[config.mk]
export PLATFORM = sky130hd
export DESIGN_NAME = ps2_mouse_packet_tracker
export DESIGN_NICKNAME = d
export VERILOG_FILES = /design/src/rtl/ps2mt_pkg.sv /design/src/rtl/ps2_mouse_packet_tracker.sv /design/src/rtl/ps2mt_front.sv /design/src/rtl/ps2mt_queue.sv /design/src/rtl/ps2mt_back.sv
export SDC_FILE = /design/constraint.sdc
export NUM_CORES = 1
export LEC_CHECK = 0
export BUFFER_PORTS_ARGS = -buffer_cell sky130_fd_sc_hd__buf_4
export CAP_MARGIN = 0
export CORE_MARGIN = 4
export CORE_UTILIZATION = 64
export CTS_CLUSTER_SIZE = 30
export DETAILED_ROUTE_END_ITERATION = 8
export PLACE_DENSITY = 0.84
export SYNTH_ARGS = -nofsm -noshare
export SYNTH_HDL_FRONTEND = slang
export SYNTH_SLANG_ARGS = --single-unit
[constraint.sdc]
create_clock -name clk_i -period 16.6 [get_ports clk_i]
set_input_delay 4.15 -clock clk_i [delete_from_list [all_inputs] [get_ports clk_i]]
set_output_delay 4.15 -clock clk_i [all_outputs]
set_load 0.01 [all_outputs]
[src/rtl/ps2mt_pkg.sv]
`timescale 1ns / 1ps

package ps2mt_pkg;

  localparam int unsigned COORD_BITS_DEF = 16;
  localparam int unsigned SIZE_BITS      = 16;
  localparam int unsigned CFG_IDX_BITS   = 8;
  localparam int unsigned QUEUE_DEPTH    = 2;
  localparam int unsigned OUT_DATA_BITS  = 40;

  localparam logic [SIZE_BITS-1:0] WIDTH_RESET  = 16'd1024;
  localparam logic [SIZE_BITS-1:0] HEIGHT_RESET = 16'd768;

  localparam logic [CFG_IDX_BITS-1:0] CFG_SCREEN_WIDTH  = 8'd0;
  localparam logic [CFG_IDX_BITS-1:0] CFG_SCREEN_HEIGHT = 8'd1;

  localparam logic [7:0] SYNC_MASK = 8'b0000_1000;

  typedef enum logic [1:0] {
    MODE_BYTE   = 2'd0,
    MODE_TAKE   = 2'd1,
    MODE_STATUS = 2'd2,
    MODE_NONE   = 2'd3
  } mode_e;

  typedef enum logic [2:0] {
    PH_SYNC = 3'b001,
    PH_DX   = 3'b010,
    PH_DY   = 3'b100
  } phase_e;

  typedef struct packed {
    logic       is_take;
    logic       has_pkt;
    logic [7:0] b0;
    logic [7:0] b1;
    logic [7:0] b2;
  } cmd_t;

endpackage

[src/rtl/ps2_mouse_packet_tracker.sv]
`timescale 1ns / 1ps
// ps2 mouse packet tracker
// input stream s_axis: tuser selects the request (0 byte from mouse, 1 take the
// framed packet, 2 read status, 3 ignored), tdata carries the mouse byte
// output stream m_axis: one item per take or status request, none for bytes;
// tuser is the packet valid flag, tdata the cursor position, buttons and flags
// config channel cfg_*: index 0 screen width, index 1 screen height, always ready;
// write only while no request is in flight
// a taken request is registered in the command queue, its result then in the output
// register; one request per cycle is sustained while m_axis accepts, set by the single
// add-and-clamp stage behind a two-entry command queue
// reset clears framing, cursor, buttons and flags and sets the screen to 1024x768
// when m_axis stalls the result holds, the queue fills and s_axis_tready drops
// once both queue entries are in use
module ps2_mouse_packet_tracker #(
  parameter int unsigned COORD_BITS = ps2mt_pkg::COORD_BITS_DEF
) (
  input  logic                               clk_i,
  input  logic                               rst_ni,
  input  logic                               s_axis_tvalid,
  output logic                               s_axis_tready,
  input  logic [7:0]                         s_axis_tdata,  // data_byte
  input  logic [1:0]                         s_axis_tuser,  // mode
  output logic                               m_axis_tvalid,
  input  logic                               m_axis_tready,
  // cursor_x, cursor_y, left_button, middle_button, right_button, x_overflow,
  // y_overflow, zero padding
  output logic [ps2mt_pkg::OUT_DATA_BITS-1:0] m_axis_tdata,
  output logic                               m_axis_tuser,  // packet_valid
  input  logic                               cfg_valid_i,
  output logic                               cfg_ready_o,
  input  logic [ps2mt_pkg::CFG_IDX_BITS-1:0] cfg_index_i,
  input  logic [ps2mt_pkg::SIZE_BITS-1:0]    cfg_data_i
);

  logic [ps2mt_pkg::SIZE_BITS-1:0] width_q, height_q;
  logic                            space, push, q_valid, pop;
  ps2mt_pkg::cmd_t                 push_cmd, head_cmd;
  logic [15:0]                     cur_x, cur_y;
  logic [2:0]                      buttons;
  logic [1:0]                      flags;

  assign cfg_ready_o = 1'b1;

  always_ff @(posedge clk_i or negedge rst_ni) begin
    if (!rst_ni) begin
      width_q  <= ps2mt_pkg::WIDTH_RESET;
      height_q <= ps2mt_pkg::HEIGHT_RESET;
    end else if (cfg_valid_i) begin
      if (cfg_index_i == ps2mt_pkg::CFG_SCREEN_WIDTH) begin
        width_q <= cfg_data_i;
      end else if (cfg_index_i == ps2mt_pkg::CFG_SCREEN_HEIGHT) begin
        height_q <= cfg_data_i;
      end
    end
  end

  ps2mt_front u_front (
    .clk_i       (clk_i),
    .rst_ni      (rst_ni),
    .in_valid_i  (s_axis_tvalid),
    .mode_i      (s_axis_tuser),
    .data_byte_i (s_axis_tdata),
    .space_i     (space),
    .in_ready_o  (s_axis_tready),
    .push_o      (push),
    .cmd_o       (push_cmd)
  );

  ps2mt_queue u_queue (
    .clk_i   (clk_i),
    .rst_ni  (rst_ni),
    .push_i  (push),
    .cmd_i   (push_cmd),
    .space_o (space),
    .pop_i   (pop),
    .valid_o (q_valid),
    .cmd_o   (head_cmd)
  );

  ps2mt_back #(
    .COORD_BITS (COORD_BITS)
  ) u_back (
    .clk_i          (clk_i),
    .rst_ni         (rst_ni),
    .q_valid_i      (q_valid),
    .cmd_i          (head_cmd),
    .pop_o          (pop),
    .width_i        (width_q),
    .height_i       (height_q),
    .out_valid_o    (m_axis_tvalid),
    .out_ready_i    (m_axis_tready),
    .packet_valid_o (m_axis_tuser),
    .cursor_x_o     (cur_x),
    .cursor_y_o     (cur_y),
    .buttons_o      (buttons),
    .flags_o        (flags)
  );

  assign m_axis_tdata = {3'b000, flags[1], flags[0], buttons[1], buttons[2], buttons[0],
                         cur_y, cur_x};

endmodule

[src/rtl/ps2mt_front.sv]
`timescale 1ns / 1ps

module ps2mt_front (
  input  logic             clk_i,
  input  logic             rst_ni,
  input  logic             in_valid_i,
  input  logic [1:0]       mode_i,
  input  logic [7:0]       data_byte_i,
  input  logic             space_i,
  output logic             in_ready_o,
  output logic             push_o,
  output ps2mt_pkg::cmd_t  cmd_o
);

  ps2mt_pkg::phase_e phase_q, phase_d;
  logic              pending_q, pending_d;
  logic [7:0]        b0_q, b1_q, b2_q;
  logic              fire;

  assign in_ready_o = space_i;
  assign fire       = in_valid_i & space_i;

  always_comb begin
    phase_d   = phase_q;
    pending_d = pending_q;
    push_o    = 1'b0;
    cmd_o     = '{is_take: 1'b0, has_pkt: 1'b0, b0: b0_q, b1: b1_q, b2: b2_q};
    if (fire) begin
      case (mode_i)
        ps2mt_pkg::MODE_BYTE: begin
          if (!pending_q) begin
            case (phase_q)
              ps2mt_pkg::PH_DX: phase_d = ps2mt_pkg::PH_DY;
              ps2mt_pkg::PH_DY: begin
                phase_d   = ps2mt_pkg::PH_SYNC;
                pending_d = 1'b1;
              end
              default: begin
                if ((data_byte_i & ps2mt_pkg::SYNC_MASK) != 8'd0) begin
                  phase_d = ps2mt_pkg::PH_DX;
                end
              end
            endcase
          end
        end
        ps2mt_pkg::MODE_TAKE: begin
          push_o        = 1'b1;
          cmd_o.is_take = 1'b1;
          cmd_o.has_pkt = pending_q;
          pending_d     = 1'b0;
        end
        ps2mt_pkg::MODE_STATUS: begin
          push_o = 1'b1;
        end
        default: ;
      endcase
    end
  end

  always_ff @(posedge clk_i or negedge rst_ni) begin
    if (!rst_ni) begin
      phase_q   <= ps2mt_pkg::PH_SYNC;
      pending_q <= 1'b0;
    end else begin
      phase_q   <= phase_d;
      pending_q <= pending_d;
    end
  end

  // packet bytes
  always_ff @(posedge clk_i) begin
    if (fire && mode_i == ps2mt_pkg::MODE_BYTE && !pending_q) begin
      case (phase_q)
        ps2mt_pkg::PH_DX: b1_q <= data_byte_i;
        ps2mt_pkg::PH_DY: b2_q <= data_byte_i;
        default:          b0_q <= data_byte_i;
      endcase
    end
  end

endmodule

[src/rtl/ps2mt_queue.sv]
`timescale 1ns / 1ps

module ps2mt_queue (
  input  logic             clk_i,
  input  logic             rst_ni,
  input  logic             push_i,
  input  ps2mt_pkg::cmd_t  cmd_i,
  output logic             space_o,
  input  logic             pop_i,
  output logic             valid_o,
  output ps2mt_pkg::cmd_t  cmd_o
);

  localparam int unsigned PtrBits = $clog2(ps2mt_pkg::QUEUE_DEPTH);
  localparam int unsigned CntBits = $clog2(ps2mt_pkg::QUEUE_DEPTH + 1);

  ps2mt_pkg::cmd_t      slot_q [ps2mt_pkg::QUEUE_DEPTH];
  logic [PtrBits-1:0]   wr_q, wr_d, rd_q, rd_d;
  logic [CntBits-1:0]   cnt_q, cnt_d;

  assign space_o = cnt_q != CntBits'(ps2mt_pkg::QUEUE_DEPTH);
  assign valid_o = cnt_q != '0;
  assign cmd_o   = slot_q[rd_q];

  function automatic logic [PtrBits-1:0] bump(input logic [PtrBits-1:0] p);
    if (p == PtrBits'(ps2mt_pkg::QUEUE_DEPTH - 1)) begin
      bump = '0;
    end else begin
      bump = p + 1'b1;
    end
  endfunction

  always_comb begin
    wr_d  = wr_q;
    rd_d  = rd_q;
    cnt_d = cnt_q;
    if (push_i) begin
      wr_d = bump(wr_q);
    end
    if (pop_i) begin
      rd_d = bump(rd_q);
    end
    if (push_i && !pop_i) begin
      cnt_d = cnt_q + 1'b1;
    end else if (pop_i && !push_i) begin
      cnt_d = cnt_q - 1'b1;
    end
  end

  always_ff @(posedge clk_i or negedge rst_ni) begin
    if (!rst_ni) begin
      wr_q  <= '0;
      rd_q  <= '0;
      cnt_q <= '0;
    end else begin
      wr_q  <= wr_d;
      rd_q  <= rd_d;
      cnt_q <= cnt_d;
    end
  end

  always_ff @(posedge clk_i) begin
    if (push_i) begin
      slot_q[wr_q] <= cmd_i;
    end
  end

endmodule

[src/rtl/ps2mt_back.sv]
`timescale 1ns / 1ps

module ps2mt_back #(
  parameter int unsigned COORD_BITS = ps2mt_pkg::COORD_BITS_DEF
) (
  input  logic                            clk_i,
  input  logic                            rst_ni,
  input  logic                            q_valid_i,
  input  ps2mt_pkg::cmd_t                 cmd_i,
  output logic                            pop_o,
  input  logic [ps2mt_pkg::SIZE_BITS-1:0] width_i,
  input  logic [ps2mt_pkg::SIZE_BITS-1:0] height_i,
  output logic                            out_valid_o,
  input  logic                            out_ready_i,
  output logic                            packet_valid_o,
  output logic [15:0]                     cursor_x_o,
  output logic [15:0]                     cursor_y_o,
  output logic [2:0]                      buttons_o,
  output logic [1:0]                      flags_o
);

  localparam int unsigned SumBits = COORD_BITS + 3;
  localparam int unsigned SzBits  = ps2mt_pkg::SIZE_BITS;

  logic [COORD_BITS-1:0] pos_x_q, pos_x_d, pos_y_q, pos_y_d;
  logic [2:0]            btn_q, btn_d;
  logic [1:0]            flg_q, flg_d;
  logic                  ov_q;
  logic                  pv_q, pv_d;
  logic [15:0]           ox_q, ox_d, oy_q, oy_d;
  logic [2:0]            ob_q, ob_d;
  logic [1:0]            of_q, of_d;
  logic signed [10:0]    dx, dy;
  logic signed [SumBits-1:0] sum_x, sum_y;

  function automatic logic signed [10:0] delta(input logic [7:0] mag, input logic sgn,
                                               input logic ovf);
    logic signed [10:0] d;
    d = $signed({3'b000, mag});
    if (sgn) begin
      d = d - 11'sd256;
    end
    if (ovf) begin
      d = sgn ? d - 11'sd256 : d + 11'sd256;
    end
    delta = d;
  endfunction

  function automatic logic [COORD_BITS-1:0] clamp(input logic signed [SumBits-1:0] v,
                                                  input logic [SzBits-1:0] size);
    logic [SzBits-1:0]     lim;
    logic [COORD_BITS-1:0] top;
    lim = size - 1'b1;
    top = ((lim >> COORD_BITS) != '0) ? '1 : lim[COORD_BITS-1:0];
    if (size == '0) begin
      clamp = '0;
    end else if (v < 0) begin
      clamp = '0;
    end else if (v > $signed(SumBits'(top))) begin
      clamp = top;
    end else begin
      clamp = v[COORD_BITS-1:0];
    end
  endfunction

  assign pop_o = q_valid_i & (~ov_q | out_ready_i);

  always_comb begin
    dx    = delta(cmd_i.b1, cmd_i.b0[4], cmd_i.b0[6]);
    dy    = delta(cmd_i.b2, cmd_i.b0[5], cmd_i.b0[7]);
    sum_x = $signed(SumBits'(pos_x_q)) + SumBits'(dx);
    sum_y = $signed(SumBits'(pos_y_q)) - SumBits'(dy);

    pos_x_d = pos_x_q;
    pos_y_d = pos_y_q;
    btn_d   = btn_q;
    flg_d   = flg_q;
    if (cmd_i.is_take && cmd_i.has_pkt) begin
      pos_x_d = clamp(sum_x, width_i);
      pos_y_d = clamp(sum_y, height_i);
      btn_d   = cmd_i.b0[2:0];
      flg_d   = cmd_i.b0[7:6];
    end

    if (cmd_i.is_take && !cmd_i.has_pkt) begin
      pv_d = 1'b0;
      ox_d = '0;
      oy_d = '0;
      ob_d = '0;
      of_d = '0;
    end else begin
      pv_d = 1'b1;
      ox_d = 16'(pos_x_d);
      oy_d = 16'(pos_y_d);
      ob_d = btn_d;
      of_d = flg_d;
    end
  end

  always_ff @(posedge clk_i or negedge rst_ni) begin
    if (!rst_ni) begin
      pos_x_q <= '0;
      pos_y_q <= '0;
      btn_q   <= '0;
      flg_q   <= '0;
      ov_q    <= 1'b0;
    end else begin
      if (pop_o) begin
        pos_x_q <= pos_x_d;
        pos_y_q <= pos_y_d;
        btn_q   <= btn_d;
        flg_q   <= flg_d;
        ov_q    <= 1'b1;
      end else if (out_ready_i) begin
        ov_q    <= 1'b0;
      end
    end
  end

  // result register
  always_ff @(posedge clk_i) begin
    if (pop_o) begin
      pv_q <= pv_d;
      ox_q <= ox_d;
      oy_q <= oy_d;
      ob_q <= ob_d;
      of_q <= of_d;
    end
  end

  assign out_valid_o    = ov_q;
  assign packet_valid_o = pv_q;
  assign cursor_x_o     = ox_q;
  assign cursor_y_o     = oy_q;
  assign buttons_o      = ob_q;
  assign flags_o        = of_q;

endmodule
# After elaboration in Yosys (flattened, before gate mapping)
# Memories as Yosys holds them, arrays and structs flattened.
# Index checks and enable logic that the tools add are counted.
# word_totals
register_bits	140
ram_bits	52
inputBits	39
out_inout_bits	44
word_cells	114
n_memories	1
# classes
n_addsub	14
n_lt_le_gt_ge	4
eq_ne	6
muxes	34
bitwise	7
reduce_logical	28
# memory_table
memory	depth	word_bits	rd	rd_ports_with_merged_regs	wr	line	text
u_queue.slot_q	2	26	1	0	1	ps2mt_queue.sv:17	ps2mt_pkg::cmd_t slot_q [ps2mt_pkg::QUEUE_DEPTH];
# op_table
operator	count
two-way mux 16 bit	8
two-way mux 11 bit	6
> comparator 18 x 17 -> 1 bit	2
less-than comparator 18 x 1 -> 1 bit, second input constant	2
logical NOT 16 bit	2
subtractor 16 x 1 -> 16 bit, second input constant	2
adder 11 x 10 -> 11 bit, second input constant	2
subtractor 11 x 10 -> 11 bit, second input constant	2
subtractor 8 x 9 -> 10 bit, second input constant	2
adder 17 x 11 -> 18 bit	1
subtractor 17 x 11 -> 18 bit	1
two-way mux 1 bit	11
two-way mux 2 bit	5
AND reduction 2 bit	5
== test 8 x 1 -> 1 bit, second input constant	1
logical NOT 8 bit	1
nonzero test 2 bit	4
logical AND 1 bit	6
two-way mux 3 bit	2
case mux 3 bit (2 select lines)	1
logical NOT 1 bit	4
inverter 1 bit	4
AND reduction 4 bit	1
OR reduction 2 bit	2
other kinds (14)	16

# Longest topological paths before layout
# An unclocked memory read counts as a cell.
# logic_depth
depth_word	12
mapped_depth	23
mapped_depth_nobuf	20

# Hierarchy
# Synthesis repeated with hierarchy kept, for this count alone.
# unflattened
hier_cells	927
area_unflattened_um2	10836.6
# by_module_without_submodules
module	n_inst	cells_per_inst	area_each_um2	seq_area_each_um2
ps2mt_back	1	695	6331.1	2092.0
ps2mt_queue	1	97	2165.8	1661.6
ps2_mouse_packet_tracker	1	78	1320.0	804.5
ps2mt_front	1	57	1019.7	822.0

# Worst setup path before layout
# No wires, ideal clock.
# synth_path
path_kind	input -> register
from	input port m_axis_tready
to	register u_back.pos_y_q[10]
setup_ns	0.121
arrival_ns	5.979
required_ns	16.479
setup_slack_ns	10.500
cell_stages	6
n_path_buf	1
path_cell_list	nand2b_1 -> o21ai_1 -> inv_1 -> nand2_1 -> clkbuf_1 -> a22o_1
# synth_via
elab_chain_cells	2
# synth_rtl
element	line	text
from (decl)	ps2_mouse_packet_tracker.sv:25	input logic m_axis_tready,
OR 1 bit	ps2mt_back.sv:66	assign pop_o = q_valid_i & (~ov_q | out_ready_i);
AND 1 bit	ps2mt_back.sv:66	
net pop	ps2_mouse_packet_tracker.sv:37	logic space, push, q_valid, pop;
to (signal assigned)	ps2mt_back.sv:110	pos_y_q <= pos_y_d;
to (decl)	ps2mt_back.sv:25	logic [COORD_BITS-1:0] pos_x_q, pos_x_d, pos_y_q, pos_y_d;
# The timed path passes the listed nets, and every way through them passes these cells.
# A chain may end at the register's enable or synchronous reset.

# Worst setup path after layout
# layout_path
from	register u_queue.rd_q
to	register u_back.oy_q[1] (netlist: u_back.cursor_y_o[1]), data pin
# layout_via
elab_chain_cells	12
word_cells_on_any_way	17
classes_between	4 x add/sub; 2 x order compare; 7 x mux; 3 x reduce/logical; 1 x memory
# layout_rtl
element	line	text
from (decl)	ps2mt_queue.sv:18	logic [PtrBits-1:0] wr_q, wr_d, rd_q, rd_d;
from (signal assigned)	ps2mt_queue.sv:57	rd_q <= rd_d;
memory (2 x 26 bit) (*)	--	
subtractor 8 x 9 -> 10 bit	ps2mt_back.sv:41	d = d - 11'sd256;
two-way mux 11 bit	ps2mt_back.sv:40	if (sgn) begin
adder 11 x 10 -> 11 bit or subtractor 11 x 10 -> 11 bit (tied branches)	ps2mt_back.sv:44	d = sgn ? d - 11'sd256 : d + 11'sd256;
two-way mux 11 bit	ps2mt_back.sv:44	
two-way mux 11 bit	ps2mt_back.sv:43	if (ovf) begin
subtractor 17 x 11 -> 18 bit	ps2mt_back.sv:72	sum_y = $signed(SumBits'(pos_y_q)) - SumBits'(dy);
> comparator 18 x 17 -> 1 bit	ps2mt_back.sv:59	end else if (v > $signed(SumBits'(top))) begin
two-way mux 16 bit	ps2mt_back.sv:59	
two-way mux 16 bit	ps2mt_back.sv:57	end else if (v < 0) begin
two-way mux 16 bit	ps2mt_back.sv:55	if (size == '0) begin
two-way mux 16 bit	ps2mt_back.sv:78	if (cmd_i.is_take && cmd_i.has_pkt) begin
to (signal assigned)	ps2mt_back.sv:125	oy_q <= oy_d;
to (decl)	ps2mt_back.sv:30	logic [15:0] ox_q, ox_d, oy_q, oy_d;
# Mark *: on every way between the ends. The rest lies on a longest branch, timed or not.

==> results.cfg <==
[outcome]
status = complete, no violations

[layout]
layout.nets = 1098
fin_cells = 1213
fill_cells = 1106
syn_to_final_growth_pct = 13.3
n_antenna_cell = 0
drive_gt1_share_pct = 18.4

[clock_network]
htreeDepth = 4
cts_tree = built
postCtsHoldBufs = 0
cts_setup_buffers = 0
post_cts_resize_count = 0
cts_root_buffer = clkbuf_16
clock-sinks = 189
cts.clk_slew.worst_paths_ns = 0.07
cts_buffer_depth = 2
cts_buffers = 17
clk_latency_ns = 0.44

[setup_path]
start_kind = flop
crit_type = flop to flop
cp-end-kind = flop
r2r_end = u_back.cursor_y_o[1]$_SDFFCE_PP0P_
worstPathArrival_ns = 6.32
cp_cell_sequence = buf_4, mux2i_1, ha_1, a21oi_1, o21ai_0, a21oi_1, a21boi_0, o21ai_0, nand2b_1, xor2_1, ha_1, and3_1, nand4_1, o21ai_0, o211ai_1, a211o_1, a31oi_2, nand2_1, a22oi_1, a22o_1
path_max_fanout = 27
regToRegSetupSlack_ns = 10.58
cp_common_cell = o21ai_0
r2r_cells = 20
r2r_start = u_queue.rd_q$_DFFE_PN0P_
crit_required_ns = 16.89
slowest_delay_ns = 0.86
worst_path_max_delay_cell = a31oi_2

[route]
routedWlPerCell_um = 20.2
finalWirelength_um = 24500
vias = 7705
firstDrtPassIters = 5
ant_nets = 0
drtIter0Drc = 845
vias_per_cell = 6.35
drc = 0

[sta]
rsz0062_at_grt = no
layout_min_cycle_time_ns = 6.02
setup_viol = 0
final_hold_viol_count = 0
tightest_slew_ns = 1.24
tns_ns = 0
skew_ns = 0.0141
clock.fmax_ghz = 0.166
relSlewSlack_pct = 17.3
slew_viol_final = 0
fin_crit_sh_pct = 36.3
timing.hold.ws_ns = 0.450

[logic_synthesis]
syn_inst = 908
synth_top_area_share_pct = 31.6
yosysTopAreaCell = edfxtp_1
ys_seq_elements = 189
synthTopCellsByArea = edfxtp_1, dfrtp_1, ha_1, mux2_2, xnor2_1
ys_warn_count = 0
ys_types = 76
syn_avg_cell_area_sq_um = 11.6
syn_area_sq_um = 10500
ys.flop_type = edfxtp_1
synth_edf_count = 111
ys_seq_area_share_pct = 50.2
async_flop_share_pct = 41.3

[pwr]
peakVddDrop_mv = 0.142
power.total_w = 0.00251
p_leak_nw = 5.05
power.density_nw_per_um2 = 210

[global_route]
grt_pass1_wl_um = 38900
grt_usage_pct = 27.2
grt_start_max_net_pins = 79
grt_remaining_overflow = 0
grt_pass1_vias = 7513
antenna_found_initial = 0

[min_path]
hold_path.class = flop to flop
min_to = u_queue.slot_q[0][16]$_DFFE_PP_
whs_path_depth = 0
min_from = u_front.b0_q[0]$_DFFE_PP_

[die]
row_count = 46
die_area_sq_um = 18600
die_x_um = 136
core-area_sq_um = 16000
die_h_um = 136
io_pins = 83
initial_utilization_pct = 65.9

[place]
portBuffers = 78
place_congestion = 0.927
dp.cells = 1181
dp_hpwl_um = 17100

[job]
drv_cap = 0
==> critical path: cells and delay by family (launching register included) <==
family,cells,cell delay (ns)
compound gates,11,3.18
simple gates,4,0.77
fa+ha+maj,2,0.64
mux,1,0.40
buf+inv,1,0.36
flops,1,0.33
xor+xnor,1,0.18
==> layout by cell type, fill, tap and decap left out, types with 6 or more instances in the layout <==
cell type / count
a31oi_1: 15
a211oi_1: 10
nor2_1: 46
a21oi_1: 53
a21o_1: 10
mux2_2: 39
xnor2_1: 44
dfrtp_1: 74
a32o_1: 20
nor2b_1: 6
xor2_1: 18
inv_1: 35
nand2b_1: 8
nand3_1: 12
o211ai_1: 6
nand2_1: 60
nor4_1: 11
and3_1: 8
a22o_1: 28
or3_1: 12
mux2i_1: 22
buf_4: 86
nand4_1: 6
nor3_1: 11
edfxtp_1: 111
ha_1: 73
clkbuf_16: 17
o21ai_0: 53
==> per-layer routing <==
layer  track usage, %  vias up  wire length, um
met3             6.51       46             2030
met4             9.01        0              600
met1             38.0     3744            10500
li1                 -     3586                -
met5                0        -                0
met2             42.1      329            11300
==> synthesized netlist by cell type, types with 6 or more instances <==
cell type / instances
a21oi_1: 53
nand4_1: 6
nor4_1: 11
mux2i_1: 22
nor3_1: 11
or3_1: 12
nor2b_1: 6
mux2_2: 39
nor2_1: 48
a22o_1: 28
nand2b_1: 8
inv_1: 36
a21o_1: 10
o211ai_1: 6
nand2_1: 60
edfxtp_1: 111
clkbuf_1: 23
ha_1: 73
o21ai_0: 53
xor2_1: 18
xnor2_1: 44
a211oi_1: 10
a32o_1: 20
and3_1: 8
dfrtp_1: 74
nand3_1: 12
a31oi_1: 16
==> how the worst max path moves through the flow <==
stage                                   from                                  to  slack [ns]  cells past startpoint
floorplan                      m_axis_tready      u_back.pos_y_q[10]$_DFFE_PN0P_       10.50                      6
global placement             s_axis_tuser[1]           u_front.b1_q[4]$_DFFE_PP_       10.52                      6
detailed placement             m_axis_tready         u_back.btn_q[0]$_DFFE_PN0P_       10.41                      7
CTS                 u_queue.rd_q$_DFFE_PN0P_  u_back.cursor_y_o[1]$_SDFFCE_PP0P_       10.68                     20
global route        u_queue.rd_q$_DFFE_PN0P_  u_back.cursor_y_o[1]$_SDFFCE_PP0P_       10.11                     20
finish              u_queue.rd_q$_DFFE_PN0P_  u_back.cursor_y_o[1]$_SDFFCE_PP0P_       10.58                     20
==> sequential cells by signal, indices dropped and copies added (netlist names), 3 cells and up <==
register,cells
u_back.btn_q,3
u_back.pos_y_q,16
u_front.b2_q,8
u_back.cursor_y_o,16
height_q,16
u_queue.slot_q,50
u_back.buttons_o,3
u_back.pos_x_q,16
u_back.cursor_x_o,16
width_q,16
u_front.b0_q,7
u_front.phase_q,3
u_front.b1_q,8
==> metrics by stage <==
stage / utilization (%) / area, sq um / setup WS [ns]
3_3_place_gp: 70.9 / 11300 / 10.52
5_1_grt: 74.7 / 12000 / 10.11
6_report: 74.7 / 12000 / 10.58
2_1_floorplan: - / 10600 / 10.50
4_1_cts: 74.7 / 12000 / 10.68
3_5_place_dp: 70.9 / 11300 / 10.41
==> cells by family after synthesis <==
group,Yosys count,synth area share (%)
AOI/OAI and AO/OA,244,16.2
and+or+nand+nor,206,10.1
DFF,189,50.2
adders and majority gates,75,9.04
buffers and inverters,67,2.62
xor gates and xnor gates,64,5.58
muxes,61,6.25
other,2,0.0712
==> report_power, final <==
group          internal (W)  switching (W)
combinational      0.000575       0.000815
clock              0.000216       0.000197
sequential         0.000641      0.0000686
total               0.00143        0.00108
==> layout make-up <==
| type | instances | area [sq um] | area share (%) |
|---|---|---|---|
| well taps | 216 | 270 | 2.26 |
| repair buffers | 86 | 646 | 5.40 |
| multi-input cells | 654 | 5000 | 41.9 |
| clock buffers | 18 | 429 | 3.59 |
| flip-flops and latches | 189 | 5290 | 44.3 |
| inverters | 36 | 135 | 1.13 |
| clock inverters | 14 | 180 | 1.51 |
(Power assumes the default switching activity.)
